<file path="src/rtl/spf_pkg.sv">
`timescale 1ns / 1ps
// Shared types, state codes and saturation helpers for the steering agent.
package spf_pkg;

  typedef enum logic [5:0] {
    ST_IDLE, ST_OUT,
    ST_SEEK0, ST_SEEK1, ST_SEEK2,
    ST_FOL0, ST_FOL1, ST_FOL2, ST_FOL3, ST_FOL4, ST_FOL5, ST_FOL6, ST_FOL7,
    ST_FOL8, ST_FOL9, ST_FOL10, ST_FOL11, ST_FOL12, ST_FOL13, ST_FOL14, ST_FOL_STEER,
    ST_INT0, ST_INT1,
    ST_V_SQX, ST_V_SQY, ST_V_SUM, ST_V_CHK, ST_V_ROOT,
    ST_V_MX, ST_V_DX, ST_V_WX, ST_V_MY, ST_V_DY, ST_V_WY
  } spf_state_t;

  typedef enum logic [1:0] {
    MODE_INTEGRATE = 2'd0,
    MODE_SEEK      = 2'd1,
    MODE_FOLLOW    = 2'd2,
    MODE_PLACE     = 2'd3
  } spf_mode_t;

  typedef enum logic [2:0] {
    REG_MAX_SPEED    = 3'd0,
    REG_MAX_FORCE    = 3'd1,
    REG_PATH_START_X = 3'd2,
    REG_PATH_START_Y = 3'd3,
    REG_PATH_END_X   = 3'd4,
    REG_PATH_END_Y   = 3'd5,
    REG_PATH_RADIUS  = 3'd6,
    REG_UNUSED       = 3'd7
  } spf_reg_t;

  localparam logic [31:0] SAT_MAX = 32'h7FFF_FFFF;
  localparam logic [31:0] SAT_MIN = 32'h8000_0000;

  function automatic logic signed [65:0] sx32(input logic signed [31:0] a);
    return {{34{a[31]}}, a};
  endfunction

  function automatic logic signed [65:0] sx64(input logic signed [63:0] a);
    return {{2{a[63]}}, a};
  endfunction

  // clamp a wide signed value to 32 bits
  function automatic logic signed [31:0] sat32(input logic signed [65:0] v);
    logic top_zero;
    logic top_ones;
    top_zero = (v[65:31] == '0);
    top_ones = (v[65:31] == '1);
    if (top_zero || top_ones) return v[31:0];
    else if (v[65]) return SAT_MIN;
    else return SAT_MAX;
  endfunction

  // apply the sign to a scaled magnitude, saturating if ovf or q[31] is set; ovf means quotient >= 2^32
  function automatic logic signed [31:0] scale_res(input logic neg, input logic [31:0] q,
                                                   input logic ovf);
    if (!neg) begin
      if (ovf || q[31]) return SAT_MAX;
      else return q;
    end else begin
      if (ovf || q[31]) return SAT_MIN;
      else return -q;
    end
  endfunction

endpackage

</file>
<file path="src/rtl/spf_mul.sv">
`timescale 1ns / 1ps
// Shared signed 32x32 multiplier with registered product.
module spf_mul
  import spf_pkg::*;
(
  input  logic               clk,
  input  logic signed [31:0] a,
  input  logic signed [31:0] b,
  output logic signed [63:0] p
);

  always_ff @(posedge clk) begin
    p <= a * b;
  end

endmodule

</file>
<file path="config.mk">
export PLATFORM = sky130hd
export DESIGN_NAME = spf_mul
export DESIGN_NICKNAME = d
export VERILOG_FILES = /design/src/rtl/spf_pkg.sv /design/src/rtl/spf_mul.sv
export SDC_FILE = /design/constraint.sdc
export NUM_CORES = 2
export LEC_CHECK = 0
export BUFFER_PORTS_ARGS = -buffer_cell sky130_fd_sc_hd__clkbuf_2
export CELL_PAD_IN_SITES_DETAIL_PLACEMENT = 0
export CELL_PAD_IN_SITES_GLOBAL_PLACEMENT = 1
export CORE_AREA = 2 2 380 288
export DETAILED_ROUTE_END_ITERATION = 16
export DIE_AREA = 0 0 382 290
export PLACE_DENSITY_LB_ADDON = 0.1
export SLEW_MARGIN = 40
export SYNTH_ARGS = -nofsm -noshare
export SYNTH_HDL_FRONTEND = slang
export SYNTH_SLANG_ARGS = --single-unit
</file>
<file path="constraint.sdc">
create_clock -name clk -period 18.4 [get_ports clk]
set_clock_uncertainty 0.1 [all_clocks]
set_input_delay 1.84 -clock clk [delete_from_list [all_inputs] [get_ports clk]]
set_output_delay 1.84 -clock clk [all_outputs]
set_load 0.03 [all_outputs]
</file>
=== Word-level counts from Yosys, hierarchy flattened ===
Index checks and enable logic that the tools add are counted.

* Bits in writable memories: 0
* Bits in latches: 0
* Word-level logic and storage cells: 2
* Input bits: 65
* Bits in registers: 64
* Memories: 0
* Memory bits (read-only): 0
* Output and inout bits: 64

* Divide/modulo/power cells: 0
* Bitwise gates (word level): 0
* Reduce and logical (&&, ||, !) cells: 0
* Eq/ne operators: 0
* Multiplexer cells: 0
* $mul: 1
* Shifts and indexed selects: 0
* Add/subtract/negate cells: 0
* Magnitude comparators: 0

{| class="wikitable"
|+ Operators with widths
! cell !! number
|-
| 32-bit by 32-bit multiplier with 64-bit output || 1
|}

=== Longest topological paths before layout ===
* Depth in word-level cells: 1
* Depth in mapped cells: 28
* Gate-level depth less buffers: 27

=== Least setup slack after synthesis ===
No wires, ideal clock.

* Path kind: input port to flip-flop
* Start: input b[2]
* End: register p[62]
* Stages on the path: 24
* Slack: 9.199 ns
* Buffers on the path: 1
* Library setup time: 0.072 ns
* Data arrival time: 9.029 ns
* Data required time: 18.228 ns
* Cell sequence: clkbuf_1 -> nand2_1 -> inv_1 -> fa_1 -> fa_1 -> fa_1 -> fa_1 -> inv_1 -> fa_1 -> inv_1 -> fa_1 -> inv_1 -> fa_1 -> inv_1 -> fa_1 -> ha_1 -> and3_1 -> nand2_1 -> or3_1 -> o22a_1 -> o211ai_1 -> a31oi_1 -> o31ai_1 -> xor2_1

* Longest elaborated chain between the ends: 1

{| class="wikitable"
|+ RTL lines
! what !! line !! RTL
|-
| start, declared || spf_mul.sv:8 || <nowiki>input logic signed [31:0] b,</nowiki>
|-
| 32-bit by 32-bit multiplier with 64-bit output || spf_mul.sv:13 || <nowiki>p <= a * b;</nowiki>
|-
| end signal, assigned || spf_mul.sv:13 ||
|-
| end, declared || spf_mul.sv:9 || <nowiki>output logic signed [63:0] p</nowiki>
|}

Every way passes these cells.

=== Worst setup path in the final report ===
* Start: input b[5]
* End: register p[60]

Same word-level chain as after synthesis.

==> impl_metrics.env <==
export IMPL_slew_viol_final=0
export IMPL_grt_ovfl_total=0
export IMPL_worstMarginPinSlew_ps=880
export IMPL_largest_reg_flops=64
export IMPL_min_to="p[0]"
export IMPL_period_share=0.549
export IMPL_syn_to_final_growth_pct=6.24
export IMPL_final_cells=5306
export IMPL_hold_buffers=0
export IMPL_rsz0062_at_grt="no"
export IMPL_setup_viol=0
export IMPL_drive_above_1_share=0.0538
export IMPL_postLayoutCellArea_um2=39600
export IMPL_synth_area_leaders="fa_1 58%, inv_1 9.6%, and2_1 8.7%"
export IMPL_numClockSinks=64
export IMPL_first_pass_iters=5
export IMPL_largest_register="p"
export IMPL_cts_resized_gates=0
export IMPL_drt_initial_drc_count=1505
export IMPL_wl_per_cell_um=22.6
export IMPL_syn_avg_cell_area_um2=9.59
export IMPL_dp_hpwl_mm=99.4
export IMPL_cp_start_kind="input pin"
export IMPL_track_usage=0.228
export IMPL_cp_depth=25
export IMPL_antenna_left=0
export IMPL_grt_pass1_wl_mm=186
export IMPL_n_fill_cell=10968
export IMPL_hp_start="a[0]"
export IMPL_remaining_drc_errors=0
export IMPL_ios=129
export IMPL_cp_max_fo=32
export IMPL_ys_flop_type="dfxtp_1"
export IMPL_ys_seq_elements=64
export IMPL_post_synth_top_count_cell="fa_1"
export IMPL_crit_path_top_delay_cell="a21oi_1"
export IMPL_holdPathStages=3
export IMPL_grt_max_degree=33
export IMPL_fmax_ghz=0.0990
export IMPL_drt_wl_total_mm=120
export IMPL_htreeDepth=3
export IMPL_dp_cells=5284
export IMPL_cts_tree="done"
export IMPL_synth_edf_count=0
export IMPL_cts_setup_buffers=0
export IMPL_crit_arrival_ps=10310
export IMPL_hold_viol=0
export IMPL_synth_common_cells="1082 x fa_1, 952 x inv_1, 516 x and2_1"
export IMPL_crit_buf_inv=5
export IMPL_io_buffers=128
export IMPL_gp_congestion=0.818
export IMPL_post_dp_cell_area_um2=39300
export IMPL_cp_common_cell="fa_1"
export IMPL_syn_nets=5215
export IMPL_relSlewSlack=0.413
export IMPL_clk_pin_slew_ps=70
export IMPL_critical_path_max_stage_delay_ps=580
export IMPL_yosysUniqueCellTypes=63
export IMPL_avgViaCountPerCell=4.66
export IMPL_root_buffer="clkbuf_16"
export IMPL_core_area_um2=107000
export IMPL_rows=104
export IMPL_synth_top_area_frac=0.582
export IMPL_grt_pass1_vias=26989
export IMPL_outcome="complete, no violations"
export IMPL_nNetsFinal=5195
export IMPL_synth_area_um2=37200
export IMPL_clock_path_buffers=2
export IMPL_synth_top_area_cell="fa_1"
export IMPL_critPathCaptureType="register"
export IMPL_antenna_found_initial=1
export IMPL_hold_path_class="in -> reg"
export IMPL_syn_inst=3884
export IMPL_crit_family="adder cells"
export IMPL_fp_dieH_um=290
export IMPL_synthArstFlopShare=0
export IMPL_crit_type="in -> reg"
export IMPL_finalSetupTns_ps=0
export IMPL_reg_top3="p x64"
export IMPL_die_area_um2=111000
export IMPL_die_width_um=382
export IMPL_ys_seq_area_frac=0.0344
export IMPL_period_minus_slack_ps=10100
export IMPL_cts_made_buffers=9
export IMPL_ys_warn_count=0
export IMPL_via_count=24735
export IMPL_initial_core_util=0.349
export IMPL_required_ps=18610
export IMPL_drv_cap=0
[layout by cell type, fill, tap and decap left out, drive strengths merged, types with 8 or more instances in the layout]
cell type,n
inv,952
a31oi,13
o21ai,31
a21o,25
a21oi,68
clkbuf,135
ha,184
nor2,42
dfxtp,64
nand2,511
and2,516
xor2,22
nand3,15
o21bai,15
buf,45
and3,9
xnor2,53
nand2b,9
a211oi,8
fa,1082
[per-stage QoR]
| stage | hold WS, ps | setup WS (ps) | util |
|---|---|---|---|
| floorplan | 1870 | 9200 | - |
| global placement | 2180 | 7940 | 0.367 |
| detailed placement | 2180 | 7950 | 0.367 |
| CTS | 1940 | 8330 | 0.370 |
| global route | 1970 | 7770 | 0.370 |
| finish | 1970 | 8300 | 0.370 |
[worst max path at each step]
| stage | startpoint | endpoint | slack, ps |
|---|---|---|---|
| after global placement | b[5] | p[62] | 7940 |
| after floorplan | b[2] | p[62] | 9200 |
| after CTS | b[5] | p[62] | 8330 |
| after detailed placement | b[5] | p[62] | 7950 |
| final | b[5] | p[60] | 8300 |
| after global routing | b[5] | p[62] | 7770 |
[per-layer routing]
| layer | GRT usage | part of all wire | vias to the layer above |
|---|---|---|---|
| met1 | 0.399 | 0.56 | 13024 |
| met3 | 0.0745 | 0.099 | 32 |
| met4 | 0.0256 | 0.0068 | 0 |
| met5 | 0 | 0 | - |
| li1 | - | - | 11002 |
| met2 | 0.262 | 0.34 | 677 |
[cell type report]
cell class	count	area, µm²	area share
sequential	64	1280	0.0324
antenna	6	15.0	0.000379
inverter	952	3570	0.0903
multi-input combinational	2668	31600	0.800
tap	1431	1790	0.0453
timing repair buffer	169	978	0.0247
clock buffer	11	253	0.00639
clock inverter	5	41.3	0.00104
[kinds of logic (layout without fill, tap and decap cells)]
group | count (synthesis) | count (layout) | synth area share
buffers and inverters | 1152 | 1137 | 0.116
xor gates and xnor gates | 75 | 75 | 0.0176
DFF | 64 | 64 | 0.0344
adders and majority gates | 1266 | 1266 | 0.643
AOI/OAI and AO/OA | 193 | 193 | 0.0346
other | 0 | 6 | 0
and+or+nand+nor | 1134 | 1134 | 0.154
Power is left out: the tool's default activity adds up to more than one toggle a clock period on the data nets, which glitch-free logic cannot reach.
