==> src/rtl/spf_pkg.sv <==
`timescale 1ns / 1ps
// Shared types, state codes and saturation helpers for the steering agent.
package spf_pkg;

  typedef enum logic [5:0] {
    ST_IDLE, ST_OUT,
    ST_SEEK0, ST_SEEK1, ST_SEEK2,
    ST_FOL0, ST_FOL1, ST_FOL2, ST_FOL3, ST_FOL4, ST_FOL5, ST_FOL6, ST_FOL7,
    ST_FOL8, ST_FOL9, ST_FOL10, ST_FOL11, ST_FOL12, ST_FOL13, ST_FOL14, ST_FOL_STEER,
    ST_INT0, ST_INT1,
    ST_V_SQX, ST_V_SQY, ST_V_SUM, ST_V_CHK, ST_V_ROOT,
    ST_V_MX, ST_V_DX, ST_V_WX, ST_V_MY, ST_V_DY, ST_V_WY
  } spf_state_t;

  typedef enum logic [1:0] {
    MODE_INTEGRATE = 2'd0,
    MODE_SEEK      = 2'd1,
    MODE_FOLLOW    = 2'd2,
    MODE_PLACE     = 2'd3
  } spf_mode_t;

  typedef enum logic [2:0] {
    REG_MAX_SPEED    = 3'd0,
    REG_MAX_FORCE    = 3'd1,
    REG_PATH_START_X = 3'd2,
    REG_PATH_START_Y = 3'd3,
    REG_PATH_END_X   = 3'd4,
    REG_PATH_END_Y   = 3'd5,
    REG_PATH_RADIUS  = 3'd6,
    REG_UNUSED       = 3'd7
  } spf_reg_t;

  localparam logic [31:0] SAT_MAX = 32'h7FFF_FFFF;
  localparam logic [31:0] SAT_MIN = 32'h8000_0000;

  function automatic logic signed [65:0] sx32(input logic signed [31:0] a);
    return {{34{a[31]}}, a};
  endfunction

  function automatic logic signed [65:0] sx64(input logic signed [63:0] a);
    return {{2{a[63]}}, a};
  endfunction

  // clamp a wide signed value to 32 bits
  function automatic logic signed [31:0] sat32(input logic signed [65:0] v);
    logic top_zero;
    logic top_ones;
    top_zero = (v[65:31] == '0);
    top_ones = (v[65:31] == '1);
    if (top_zero || top_ones) return v[31:0];
    else if (v[65]) return SAT_MIN;
    else return SAT_MAX;
  endfunction

  // apply the sign to a scaled magnitude, saturating if ovf or q[31] is set; ovf means quotient >= 2^32
  function automatic logic signed [31:0] scale_res(input logic neg, input logic [31:0] q,
                                                   input logic ovf);
    if (!neg) begin
      if (ovf || q[31]) return SAT_MAX;
      else return q;
    end else begin
      if (ovf || q[31]) return SAT_MIN;
      else return -q;
    end
  endfunction

endpackage

==> src/rtl/spf_sqrt.sv <==
`timescale 1ns / 1ps
// Bitwise integer square root of a 64-bit value, one result bit a cycle.
module spf_sqrt
  import spf_pkg::*;
(
  input  logic        clk,
  input  logic        rst,
  input  logic        start,
  input  logic [63:0] radicand,
  output logic        done,
  output logic [31:0] root
);

  logic [63:0] n;
  logic [63:0] res;
  logic [63:0] bitv;
  logic [4:0]  cnt;
  logic        busy;
  logic [63:0] trial;

  assign trial = res + bitv;
  assign root  = res[31:0];

  always_ff @(posedge clk) begin
    if (rst) begin
      busy <= 1'b0;
      done <= 1'b0;
    end else begin
      done <= 1'b0;
      if (start) begin
        busy <= 1'b1;
        cnt  <= '0;
        n    <= radicand;
        res  <= '0;
        bitv <= 64'h4000_0000_0000_0000;
      end else if (busy) begin
        if (n >= trial) begin
          n   <= n - trial;
          res <= (res >> 1) + bitv;
        end else begin
          res <= res >> 1;
        end
        bitv <= bitv >> 2;
        cnt  <= cnt + 5'd1;
        if (cnt == 5'd31) begin
          busy <= 1'b0;
          done <= 1'b1;
        end
      end
    end
  end

endmodule

==> config.mk <==
export PLATFORM = sky130hd
export DESIGN_NAME = spf_sqrt
export DESIGN_NICKNAME = d
export VERILOG_FILES = /design/src/rtl/spf_pkg.sv /design/src/rtl/spf_sqrt.sv
export SDC_FILE = /design/constraint.sdc
export NUM_CORES = 1
export LEC_CHECK = 0
export BUFFER_PORTS_ARGS = -buffer_cell sky130_fd_sc_hd__clkbuf_2
export CORE_ASPECT_RATIO = 2
export CORE_MARGIN = 2
export CORE_UTILIZATION = 35
export DETAILED_ROUTE_END_ITERATION = 10
export PLACE_DENSITY = 0.62
export SYNTH_ARGS = -nofsm -noshare
export SYNTH_HDL_FRONTEND = slang
export SYNTH_SLANG_ARGS = --single-unit
==> constraint.sdc <==
create_clock -name clk -period 12.35 [get_ports clk]
set_input_delay 1.235 -clock clk [delete_from_list [all_inputs] [get_ports clk]]
set_output_delay 1.235 -clock clk [all_outputs]
set_load 0.01 [all_outputs]
* After elaboration in Yosys (flattened, before gate mapping)
Cells that the tools add are included.
** Cells by class
- Reductions and logical operators :: 5
- Equality and inequality tests :: 1
- $add $sub $neg :: 4
- Bitwise logic cells :: 2
- Mux-type cells :: 11
- Magnitude comparators :: 1
** Operators with widths (count)
- 64-bit 2-to-1 mux :: 5
- 63-bit by 63-bit adder with 64-bit output :: 1
- 64-bit by 63-bit adder with 64-bit output :: 1
- 64-bit >= comparator :: 1
- 64-bit subtractor :: 1
- 63-bit 2-to-1 mux :: 1
- 5-bit by 1-bit adder with 5-bit output, second input constant :: 1
- 5-bit == test, second input constant :: 1
- 5-bit 2-to-1 mux :: 1
- 1-bit 2-to-1 mux :: 4
- 2-bit nonzero test :: 2
- 3-bit AND reduction :: 1
- 3-bit OR reduction :: 1
- 1-bit NOT :: 2
- 2-bit AND reduction :: 1
** Word-level totals
- Output and inout port bits :: 33
- Bits in registers :: 167
- Input bits :: 67
- Word-level logic and storage cells :: 30

* Logic depth before layout (Yosys ltp)
- Depth after elaboration :: 5
- Depth in mapped cells :: 25
- Gate-level depth less buffers :: 23

* Worst setup path before layout
OpenSTA, ideal clock, no wires.
- Path kind :: input -> register
- Start :: in start
- End :: reg n[0], enable pin
- Required time :: 11.847 ns
- Buffers on the path :: 2
- Setup time :: 0.503 ns
- Slack :: 2.396 ns
- Arrival time :: 9.451 ns
- Stages on the path :: 5
- Cell sequence :: clkbuf_1 -> clkbuf_1 -> nor2_1 -> nor2_1 -> a21boi_1
** Between the ends
- Word-level cells in the longest chain between the ends :: 2
- Elaborated cells between the ends (all ways) :: 3
- Those cells by class :: reduce/logical: 3
** Ends and longest elaborated chain
- start, declared :: line spf_sqrt.sv:8 : input logic start,
- 2-bit nonzero test (no line)
- 3-bit AND reduction (no line) *
- end signal, assigned :: line spf_sqrt.sv:33 : n <= radicand;
- end signal, assigned :: line spf_sqrt.sv:38 : n <= n - trial;
- end, declared :: line spf_sqrt.sv:14 : logic [63:0] n;
Mark *: on every way between the ends. The rest lies on a longest branch, timed or not.
A chain may end at the register's enable or synchronous reset.

* Worst setup path after layout
- Start :: reg res[4]
- End :: reg n[3], enable pin
** Between the ends
- Word-level cells in the longest chain between the ends :: 4
** Ends and longest elaborated chain
- start, declared :: line spf_sqrt.sv:15 : logic [63:0] res;
- start signal, assigned :: line spf_sqrt.sv:39 : res <= (res >> 1) + bitv;
- start signal, assigned :: line spf_sqrt.sv:41 : res <= res >> 1;
- 64-bit by 63-bit adder with 64-bit output :: line spf_sqrt.sv:21 : assign trial = res + bitv;
- 64-bit >= comparator :: line spf_sqrt.sv:37 : if (n >= trial) begin
- 2-bit nonzero test (no line)
- 3-bit AND reduction (no line)
Every way passes these cells.

==> results.txt <==
Post-Synth Simple-Gate Area -> 19.99%
Die area -> 46940 µm²
Number of enable flip-flop cells after synthesis -> 165
NumNets Final -> 2086
WL met1 -> 20850 µm
Met2 Routed Length -> 20290 µm
Mapped Nets -> 2073
Synth Flop Type -> edfxtp_1
CP endpoint kind -> register
TNS Setup -> 0 ps
Final GP Congestion -> 0.9017
Max-slew violations -> 0
Worst Setup Path Type -> reg2reg
Largest net degree at the start of global routing -> 86
Synth Warn # -> 0
N_diodes -> 0
Max Freq -> 156.6 MHz
CP arrival -> 6470 ps
HP Class -> reg2reg
Cells after Synth -> 1873
Unrepaired setup endpoints after global routing -> no
Die X -> 154.2 µm
Post-synthesis mux area share -> 0.3406%
Clk slew on worst S/H paths -> 70 ps
Leakage -> 6.353 nW
Minimum period implied by the final worst setup slack -> 6388 ps
H-Tree Depth -> 4
Vias in the first global route -> 13490
Worst Path Required -> 12430 ps
Starting Density -> 35.31%
Clk_skew -> 14.98 ps
Top cell type's share of synthesized area -> 31.37%
Vias -> 14040
Worst skew pair latency -> 460 ps
HPWL after DPL -> 34350 µm
Max clock buf depth -> 2
Drt initial violations -> 1050
Post-DRT Antenna Nets -> 0
PostCTS Resize Cnt -> 0
TritonRoute pass-1 iters -> 6
Share of cells above drive strength 1 -> 8.847%
Unique masters post-synth -> 79
Grt total ovfl -> 0
Status -> complete, no violations
Total track usage -> 18.85%
Maximum vdd drop -> 0.0001039 V
Worst slew margin -> 37.54%
Input/output buffers -> 99
Max-Cap Viols -> 0
Die height -> 304.4 µm
Seq/Total Area, Yosys -> 31.62%
Cts bufs inserted -> 17
Cell area after synthesis -> 15790 µm²
Post-synthesis compound-gate area fraction -> 23.85%
Worst setup SP type -> register
Residual DRC -> 0
Adder-cell share of the synthesized area -> 10.58%
Final Hold Viols -> 0
Top sig layer -> met4
First-pass GRT wire length -> 71080 µm
Mean Syn Cell Area -> 8.432 µm²
Routed vias/inst -> 5.710
Async SR Flop Fraction -> 0%
Postcts setup bufs -> 0
Least-Margin Pin Slew -> 936.9 ps
PD cells -> 155.2 nW/µm²
Post-synthesis xor/xnor area fraction -> 9.316%
Core area -> 44730 µm²
Total clock sinks -> 167
Drt wl/cell -> 18.08 µm
WL final -> 44460 µm
Top post-synthesis cells by area -> edfxtp_1 (31%), ha_1 (10%), nand2_1 (5.1%)
I/O pin cnt -> 100
Antenna violations before repair -> 0
Synthesized flop and latch total -> 167
Clock root buffer -> clkbuf_16
Row Count -> 110
Final setup fails -> 0
Final worst path period share -> 51.72%
Largest family of logic cells by synthesized area -> compound AO/OA/AOI/OAI gates
DR WL met3 -> 2200 µm
CTS tree -> built
Syn-to-layout area delta -> 8.033%
Final Total Pwr -> 2.647 mW
Post-layout util -> 38.15%
Yosys top cell by area -> edfxtp_1
Crit Path Max Fanout -> 64
Hold_buf cts -> 0
==> registers in the layout, indices dropped and copies added (netlist names) <==
register / count
n: 64
res: 64
bitv: 32
cnt: 5
busy: 1
done: 1
==> critical path, stage by stage, from the launching register on <==
cell and delay (ps):
edfxtp_1 490, ha_1 410, a21o_1 130, a311oi_1 140, nor4_1 620, nor2_1 110, o21ai_1 330, a31oi_1 210
o31ai_1 460, a21boi_1 230, o21ai_1 210, xnor2_1 120, ha_1 450, nand4_1 170, nor2_1 140, nand2_1 80
inv_1 80, a41o_1 150, o31ai_1 90, and3_1 210, buf_4 250, a21boi_4 190, buf_4 670
==> area by class of cell <==
type,count,area (µm²)
clock buffer,17,425.4
clock inverter,15,116.4
fill,4583,27670
inverter,34,127.6
multi-input combinational,1560,10140
sequential,167,4995
tap,560,700.7
timing repair buffer,106,554.3
==> cell families (layout without fill, tap and decap cells) <==
logic type,Yosys count,after routing
compound gates,587,587
buf+inv,146,172
flops,167,167
xor+xnor,168,168
fa+ha+maj,133,133
simple gates,667,667
mux,5,5
==> placed cells by master (no fill, tap or decap), types with 4 or more instances in the layout <==
cell type	Yosys	final
nand2_1	213	213
nor2_1	177	176
edfxtp_1	165	165
a21oi_1	134	134
ha_1	132	132
o21ai_0	104	104
clkbuf_2	0	98
xnor2_1	89	89
xor2_1	79	79
a31oi_1	65	65
nor2b_1	53	53
nand4_1	52	52
a21o_1	46	46
o21ai_1	43	43
nand3_1	43	42
inv_1	33	33
o21bai_1	29	29
a211oi_1	27	27
and3_1	23	23
nor3_1	23	23
o31ai_1	22	22
o21a_1	21	21
and2_1	20	20
clkbuf_16	0	17
nand2b_1	15	15
or3_1	14	14
o211ai_1	13	13
a31o_2	11	11
nor4_1	10	10
and4_1	7	7
buf_4	32	7
inv_6	0	6
a21boi_0	5	5
a311oi_1	5	5
a221oi_1	5	5
o31a_1	5	5
nor3b_1	4	4
a21boi_1	5	4
nand3b_1	4	4
==> path summary, 6_finish.rpt <==
kind | from | endpoint | slack [ps] | cells past startpoint
worst max-delay path | res[4]$_SDFFCE_PP0P_ | n[3]$_DFFE_PP_ | 5960 | 22
worst min-delay path | busy$_SDFF_PP0_ | done$_SDFF_PP0_ | 500 | 1
worst max register to register | res[4]$_SDFFCE_PP0P_ | n[3]$_DFFE_PP_ | 5960 | 22
worst min register to register | busy$_SDFF_PP0_ | done$_SDFF_PP0_ | 500 | 1
==> cell usage after synthesis (21+ instances only) <==
cell,n
o31ai_1,22
xnor2_1,89
a211oi_1,27
o21a_1,21
nor2_1,177
inv_1,33
o21ai_1,43
nand3_1,43
a31oi_1,65
nand2_1,213
a21o_1,46
a21oi_1,134
clkbuf_1,69
o21ai_0,104
nor2b_1,53
o21bai_1,29
buf_4,32
ha_1,132
edfxtp_1,165
nor3_1,23
xor2_1,79
nand4_1,52
and3_1,23
==> per-stage QoR <==
stage                     std cells  hold WS [ps]  setup WS, ps  area (µm²)
final                          2459         500.7          5962       17060
after global routing           2459         537.3          5610       17060
after CTS                      2459         502.6          5962       17060
after detailed placement       2427         486.0          5998       16520
after global placement         2427         473.5          5996       16520
after floorplan                1873         463.5          2396       15790
==> layer usage <==
layer	vias to the layer above	global-route usage, %
met5	-	0
met4	0	6.368
met3	67	2.492
met2	391	29.87
met1	6606	26.43
li1	6976	-
==> report_power, final <==
group / internal (mW) / switching, mW
registers: 0.734 / 0.0802
clock network: 0.262 / 0.260
logic: 0.506 / 0.806
total: 1.50 / 1.15
(Power assumes the default switching activity.)
