<file path="src/rtl/spf_pkg.sv">
`timescale 1ns / 1ps
// Shared types, state codes and saturation helpers for the steering agent.
package spf_pkg;

  typedef enum logic [5:0] {
    ST_IDLE, ST_OUT,
    ST_SEEK0, ST_SEEK1, ST_SEEK2,
    ST_FOL0, ST_FOL1, ST_FOL2, ST_FOL3, ST_FOL4, ST_FOL5, ST_FOL6, ST_FOL7,
    ST_FOL8, ST_FOL9, ST_FOL10, ST_FOL11, ST_FOL12, ST_FOL13, ST_FOL14, ST_FOL_STEER,
    ST_INT0, ST_INT1,
    ST_V_SQX, ST_V_SQY, ST_V_SUM, ST_V_CHK, ST_V_ROOT,
    ST_V_MX, ST_V_DX, ST_V_WX, ST_V_MY, ST_V_DY, ST_V_WY
  } spf_state_t;

  typedef enum logic [1:0] {
    MODE_INTEGRATE = 2'd0,
    MODE_SEEK      = 2'd1,
    MODE_FOLLOW    = 2'd2,
    MODE_PLACE     = 2'd3
  } spf_mode_t;

  typedef enum logic [2:0] {
    REG_MAX_SPEED    = 3'd0,
    REG_MAX_FORCE    = 3'd1,
    REG_PATH_START_X = 3'd2,
    REG_PATH_START_Y = 3'd3,
    REG_PATH_END_X   = 3'd4,
    REG_PATH_END_Y   = 3'd5,
    REG_PATH_RADIUS  = 3'd6,
    REG_UNUSED       = 3'd7
  } spf_reg_t;

  localparam logic [31:0] SAT_MAX = 32'h7FFF_FFFF;
  localparam logic [31:0] SAT_MIN = 32'h8000_0000;

  function automatic logic signed [65:0] sx32(input logic signed [31:0] a);
    return {{34{a[31]}}, a};
  endfunction

  function automatic logic signed [65:0] sx64(input logic signed [63:0] a);
    return {{2{a[63]}}, a};
  endfunction

  // clamp a wide signed value to 32 bits
  function automatic logic signed [31:0] sat32(input logic signed [65:0] v);
    logic top_zero;
    logic top_ones;
    top_zero = (v[65:31] == '0);
    top_ones = (v[65:31] == '1);
    if (top_zero || top_ones) return v[31:0];
    else if (v[65]) return SAT_MIN;
    else return SAT_MAX;
  endfunction

  // apply the sign to a scaled magnitude, saturating if ovf or q[31] is set; ovf means quotient >= 2^32
  function automatic logic signed [31:0] scale_res(input logic neg, input logic [31:0] q,
                                                   input logic ovf);
    if (!neg) begin
      if (ovf || q[31]) return SAT_MAX;
      else return q;
    end else begin
      if (ovf || q[31]) return SAT_MIN;
      else return -q;
    end
  endfunction

endpackage

</file>
<file path="src/rtl/spf_div.sv">
`timescale 1ns / 1ps
// Restoring divider, 64-bit dividend by 32-bit divisor, 32 quotient bits with overflow flag.
module spf_div
  import spf_pkg::*;
(
  input  logic        clk,
  input  logic        rst,
  input  logic        start,
  input  logic [63:0] dividend,
  input  logic [31:0] divisor,
  output logic        done,
  output logic [31:0] quot,
  output logic        ovf
);

  logic [31:0] rem;
  logic [31:0] den;
  logic [4:0]  cnt;
  logic        busy;
  logic [32:0] t;
  logic        ge;

  assign t  = {rem, quot[31]};
  assign ge = (t >= {1'b0, den});

  always_ff @(posedge clk) begin
    if (rst) begin
      busy <= 1'b0;
      done <= 1'b0;
    end else begin
      done <= 1'b0;
      if (start) begin
        den  <= divisor;
        rem  <= dividend[63:32];
        quot <= dividend[31:0];
        cnt  <= '0;
        // high half not below divisor: quotient needs more than 32 bits
        if (dividend[63:32] >= divisor) begin
          ovf  <= 1'b1;
          done <= 1'b1;
          busy <= 1'b0;
        end else begin
          ovf  <= 1'b0;
          busy <= 1'b1;
        end
      end else if (busy) begin
        if (ge) rem <= 32'(t - {1'b0, den});
        else rem <= t[31:0];
        quot <= {quot[30:0], ge};
        cnt  <= cnt + 5'd1;
        if (cnt == 5'd31) begin
          busy <= 1'b0;
          done <= 1'b1;
        end
      end
    end
  end

endmodule

</file>
<file path="config.mk">
export PLATFORM = sky130hd
export DESIGN_NAME = spf_div
export DESIGN_NICKNAME = d
export VERILOG_FILES = /design/src/rtl/spf_pkg.sv /design/src/rtl/spf_div.sv
export SDC_FILE = /design/constraint.sdc
export NUM_CORES = 1
export LEC_CHECK = 0
export ABC_AREA = 0
export BUFFER_PORTS_ARGS = -buffer_cell sky130_fd_sc_hd__buf_2
export CAP_MARGIN = 0
export CORE_MARGIN = 4
export CORE_UTILIZATION = 50
export CTS_CLUSTER_DIAMETER = 120
export DETAILED_ROUTE_END_ITERATION = 10
export PLACE_DENSITY_LB_ADDON = 0.12
export SYNTH_ARGS = -nofsm -noshare
export SYNTH_HDL_FRONTEND = slang
export SYNTH_SLANG_ARGS = --single-unit
</file>
<file path="constraint.sdc">
create_clock -name clk -period 5.9 [get_ports clk]
set_input_delay 0 -clock clk [delete_from_list [all_inputs] [get_ports clk]]
set_output_delay 0 -clock clk [all_outputs]
set_load 0.01 [all_outputs]
</file>
Word-level counts from Yosys, hierarchy flattened:

Cells that the tools add are included.

* bitwise operators: 1
* shift operators: 0
* muxes and demuxes: 14
* divide/modulo/power cells: 0
* add/subtract/negate cells: 2
* multipliers: 0
* eq/ne operators: 1
* reduce and logical (&&, ||, !) cells: 3
* $lt $le $gt $ge: 2

Operator list (count)
* 2-to-1 mux 32 bit: 5
* >= comparator 33 x 32 -> 1 bit: 1
* >= comparator 32 bit: 1
* subtractor 32 bit: 1
* 2-to-1 mux 1 bit: 8
* adder 5 x 1 -> 5 bit (second input constant): 1
* == test 5 bit (second input constant): 1
* 2-to-1 mux 5 bit: 1
* AND reduction 2 bit: 2
* nonzero test 2 bit: 1
* NOT 1 bit: 1

* bits in read-only memories: 0
* memories kept: 0
* register bits: 104
* word-level logic and storage cells: 30
* bits in latches: 0
* output and inout bits: 34
* memory bits (writable): 0

Logic depth before layout (Yosys ltp):

* depth after elaboration: 4
* gate-level depth with buffers: 13
* depth with buffers taken out: 12

Least setup slack after synthesis:

OpenSTA, ideal clock, no wires.

* path type: flip-flop to flip-flop
* start: register busy
* end: register cnt[0] (enable)
* setup slack: 2.142 ns
* cell stages (with the launch flop): 3
* required time: 5.403 ns
* arrival time: 3.261 ns
* path through: dfxtp_1 nor2_1 nor2_1

* longest elaborated chain between the ends: 2

RTL lines
* start, declared: line spf_div.sv:19 `logic busy;`
* start signal, assigned: line spf_div.sv:28 `busy <= 1'b0;`
* start signal, assigned: line spf_div.sv:41 `busy <= 1'b0;`
* start signal, assigned: line spf_div.sv:44 `busy <= 1'b1;`
* nonzero test 2 bit (no source line)
* AND reduction 2 bit (no source line)
* end signal, assigned: line spf_div.sv:50 `cnt <= cnt + 5'd1;`
* end, declared: line spf_div.sv:18 `logic [4:0] cnt;`

No other way between the ends.
A chain may end at the register's enable or synchronous reset.

Worst setup path after layout:

* start: register rem[25]
* end: register rem[26] (data pin)

* longest elaborated chain between the ends: 4
* elaborated cells between the ends (all ways): 5
* classes of those cells: add/sub (1); order compare (1); mux (3)

RTL lines
* start, declared: line spf_div.sv:16 `logic [31:0] rem;`
* start signal, assigned: line spf_div.sv:34 `rem <= dividend[63:32];`
* start signal, assigned: line spf_div.sv:47 `if (ge) rem <= 32'(t - {1'b0, den});`
* start signal, assigned: line spf_div.sv:48 `else rem <= t[31:0];`
* subtractor 32 bit or >= comparator 33 x 32 -> 1 bit (tied branches): line spf_div.sv:47, spf_div.sv:24
* 2-to-1 mux 32 bit *: line spf_div.sv:47
* 2-to-1 mux 32 bit *: line spf_div.sv:46 `end else if (busy) begin`
* 2-to-1 mux 32 bit *: line spf_div.sv:32 `if (start) begin`

Mark *: on every way between the ends. The rest lies on a longest branch, timed or not. The select of a mux whose other input is x is not followed.

==> impl_metrics.toml <==
[detailed_routing]
count_of_tritonroute_iterations_in_the_first_routing_pass = 6
drt.antenna.violating_nets = 0
vias = 5812
route.detailed.drc = 0
post_drt_wl_per_cell_um = 16.6
dr.first_iter.drc_count = 284
wl_mm = 17.8
avgViaCountPerCell = 5.45

[die]
core_area_um2 = 13500
number_of_placed_i_o_pins = 133
die-height_um = 126
initial_core_util = 0.517
fp.dieW_um = 126
rows = 42
floorplan.die_area_um2 = 15900

[final_layout]
number_of_nets_at_the_end_of_the_flow = 1052
antenna_cells_inserted = 0
seq_area_um2 = 3100
finish.cell_count_without_fillers = 1067
multi_input_area_um2 = 3460
flow.area_growth_from_synthesis_pct = 29.4
drive_above_1_share = 0.215
finish.instance_area_um2 = 9000
final.fill_count = 1072
final_core_utilization = 0.669

[placement]
numPlacedInstances = 958
buffer_ports.inserted = 132
gp_routability_congestion = 0.946
post-place-ws_ns = 2.17
placed_area_um2 = 7760
detailedPlacementHpwl_mm = 12.6

[logic_synthesis]
synth_seq_cells = 104
syn-instance-count = 671
synth.top_cell.area_share = 0.440
post_synth_num_cell_types = 59
average_size_of_a_mapped_cell_um2 = 10.4
yosys_most_used_dff = "sky130_fd_sc_hd__edfxtp_1"
mapped_nets = 837
yosys_warnings = 0
synth-edff-count = 102
synth_seq_area_share = 0.446
netlist.top_cell.by_area = "sky130_fd_sc_hd__edfxtp_1"
synth.cell_area_um2 = 6960
postSynth.asyncResetShare = 0
synth.top_cells.by_area = "sky130_fd_sc_hd__edfxtp_1 (44%), sky130_fd_sc_hd__ha_1 (12%), sky130_fd_sc_hd__mux2_2 (5.2%)"

[setup_path]
timing.critical_path.slowest_stage_cell = "sky130_fd_sc_hd__or4_1"
path_common_cell = "sky130_fd_sc_hd__or4_1"
path_delay_family = "simple AND/OR/NAND/NOR gates"
timing.critical_path.required_ns = 6.00
crit_buf_inv = 1
cp_slowest_stage_delay_ns = 0.54
setup.worst_path.start_class = "flop"
crit_arrival_ns = 3.83
critPathKind = "flop to flop"
crit_path_cell_trace = "ha_1, nand4_1, or4_1, or4_1, nand2_1, a41oi_1, nor2_4, buf_4, mux2i_1, o21ai_1"
critPathMaxFanout = 28
critPathCaptureType = "flop"

[timing]
finalCritPeriodShare = 0.633
timing.hold.ws_ns = 0.00713
max-slew-margin-rel = 0.311
postLayoutSetupSlackWorst_ns = 2.16
totalNegativeSetupSlack_ns = 0
finalHoldViolCount = 0
layout_min_cycle_time_ns = 3.74
setup_viol = 0
worst_slew_pin_slew_ns = 1.03
worst_clock_skew_ns = 0.0118
grt_setup_unrepaired = "no"
timing.fmax_ghz = 0.268
finalMaxSlewViolations = 0

[worst_hold_path]
hold_path_class = "input pin to flop"

[global_route]
via_count_of_the_first_global_routing_pass = 6222
grt_antenna_before_repair = 0
first_pass_grt_wire_length_mm = 29.6
grt_max_degree = 50
grt.overflow.total = 0
grt_util_all_layers = 0.228

[cts]
cts_max_path_buffers = 2
clock_sinks = 104
tritoncts = "yes"
h-tree-depth = 3
cts.repair_timing.setup_buffer_count = 0
cts.reportedPaths.clkPinSlew_ns = 0.08
worstSkewPairLatency_ns = 0.36
tritoncts.num_buffers = 9
library_cell_used_as_clock_root_buffer = "sky130_fd_sc_hd__clkbuf_16"

[pwr]
max-vdd-ir-drop_mv = 0.224
leakage_power_of_the_design_nw = 4.10
fin_total_pwr_mw = 2.21
p_per_area_nw_per_um2 = 245

[run_status]
outcome = "finished clean"

[flow_run]
timing.max_cap.violations = 0
per-layer routing:
metal  vias up  global-route usage  routed length (µm)
met4         0              0.0467                 281
met2       146               0.405                8860
li1       2880                   -                   -
met1      2759               0.282                7720
met3        27              0.0567                 890
met5         -                   0                   0
state kept, by name, indices dropped and copies added, names as in the netlist:
signal / flops
busy: 1
ovf: 1
done: 1
rem: 32
den: 32
cnt: 5
quot: 32
logic make-up (layout without fill, tap and decap cells):
family                   Yosys count  in the layout  synth area share
AO/OA/AOI/OAI                    171            171             0.155
XOR/XNOR                          24             24            0.0302
AND/OR/NAND/NOR                  146            146             0.100
buffers and inverters            101            321            0.0581
flip-flops                       104            104             0.446
multiplexers                      58             58            0.0892
adder cells (fa/ha/maj)           67             67             0.122
synthesized netlist by cell type, types with 3 or more instances:
master / n
sky130_fd_sc_hd__edfxtp_1: 102
sky130_fd_sc_hd__inv_1: 76
sky130_fd_sc_hd__ha_1: 66
sky130_fd_sc_hd__nand2_1: 57
sky130_fd_sc_hd__a21oi_1: 43
sky130_fd_sc_hd__nor2_1: 36
sky130_fd_sc_hd__mux2_2: 32
sky130_fd_sc_hd__a21o_1: 28
sky130_fd_sc_hd__o21ai_0: 27
sky130_fd_sc_hd__mux2i_1: 26
sky130_fd_sc_hd__o21ai_1: 23
sky130_fd_sc_hd__clkbuf_1: 15
sky130_fd_sc_hd__nand4_1: 15
sky130_fd_sc_hd__xnor2_1: 15
sky130_fd_sc_hd__xor2_1: 9
sky130_fd_sc_hd__nand3_1: 8
sky130_fd_sc_hd__a211oi_1: 7
sky130_fd_sc_hd__and3_1: 5
sky130_fd_sc_hd__buf_1: 5
sky130_fd_sc_hd__nor2b_1: 5
sky130_fd_sc_hd__a31oi_1: 4
sky130_fd_sc_hd__o31ai_1: 4
sky130_fd_sc_hd__a21boi_0: 3
sky130_fd_sc_hd__buf_6: 3
sky130_fd_sc_hd__nand2b_1: 3
sky130_fd_sc_hd__o2111ai_1: 3
sky130_fd_sc_hd__o21a_1: 3
sky130_fd_sc_hd__o21bai_1: 3
sky130_fd_sc_hd__o221ai_1: 3
sky130_fd_sc_hd__or4_1: 3
layout by cell type, fill, tap and decap left out, types with 15 or more instances in the layout:
cell                            instances
sky130_fd_sc_hd__mux2_2                32
sky130_fd_sc_hd__a21oi_1               43
sky130_fd_sc_hd__nand2_1               57
sky130_fd_sc_hd__nor2_1                34
sky130_fd_sc_hd__nand4_1               15
sky130_fd_sc_hd__ha_1                  66
sky130_fd_sc_hd__buf_2                131
sky130_fd_sc_hd__dlygate4sd3_1         93
sky130_fd_sc_hd__o21ai_0               27
sky130_fd_sc_hd__o21ai_1               23
sky130_fd_sc_hd__xnor2_1               15
sky130_fd_sc_hd__mux2i_1               26
sky130_fd_sc_hd__a21o_1                28
sky130_fd_sc_hd__edfxtp_1             102
sky130_fd_sc_hd__inv_1                 76
report_power, final:
part	internal [mW]	total, mW	switching [mW]
logic	0.297	0.650	0.353
registers	0.886	0.911	0.0248
clock network	0.339	0.645	0.305
total	1.52	2.21	0.683
cell type report:
type	instances	share of cell area
clock buffer	9	0.0250
sequential	104	0.345
multi-input combinational	466	0.384
tap	176	0.0245
clock inverter	7	0.00973
inverter	76	0.0317
timing repair buffer	229	0.180
worst min-delay path, stage by stage:
cell                      delay (ns)
sky130_fd_sc_hd__buf_2          0.08
sky130_fd_sc_hd__nand2_1        0.07
sky130_fd_sc_hd__o31ai_1        0.10
final timing paths:
kind / startpoint / end / slack, ns / cells past startpoint
worst max-delay path: rem[25] / rem[26] / 2.16 / 10
worst min-delay path: dividend[0] / quot[0] / 0.007 / 3
worst max register to register: rem[25] / rem[26] / 2.16 / 10
worst min register to register: busy / busy / 0.46 / 2
timing repair:
action,in CTS,in global routing
resized for setup,0,0
endpoints found under the hold margin,93,0
hold buffers,93,0
Note: power is estimated with default switching activity, not from simulation.
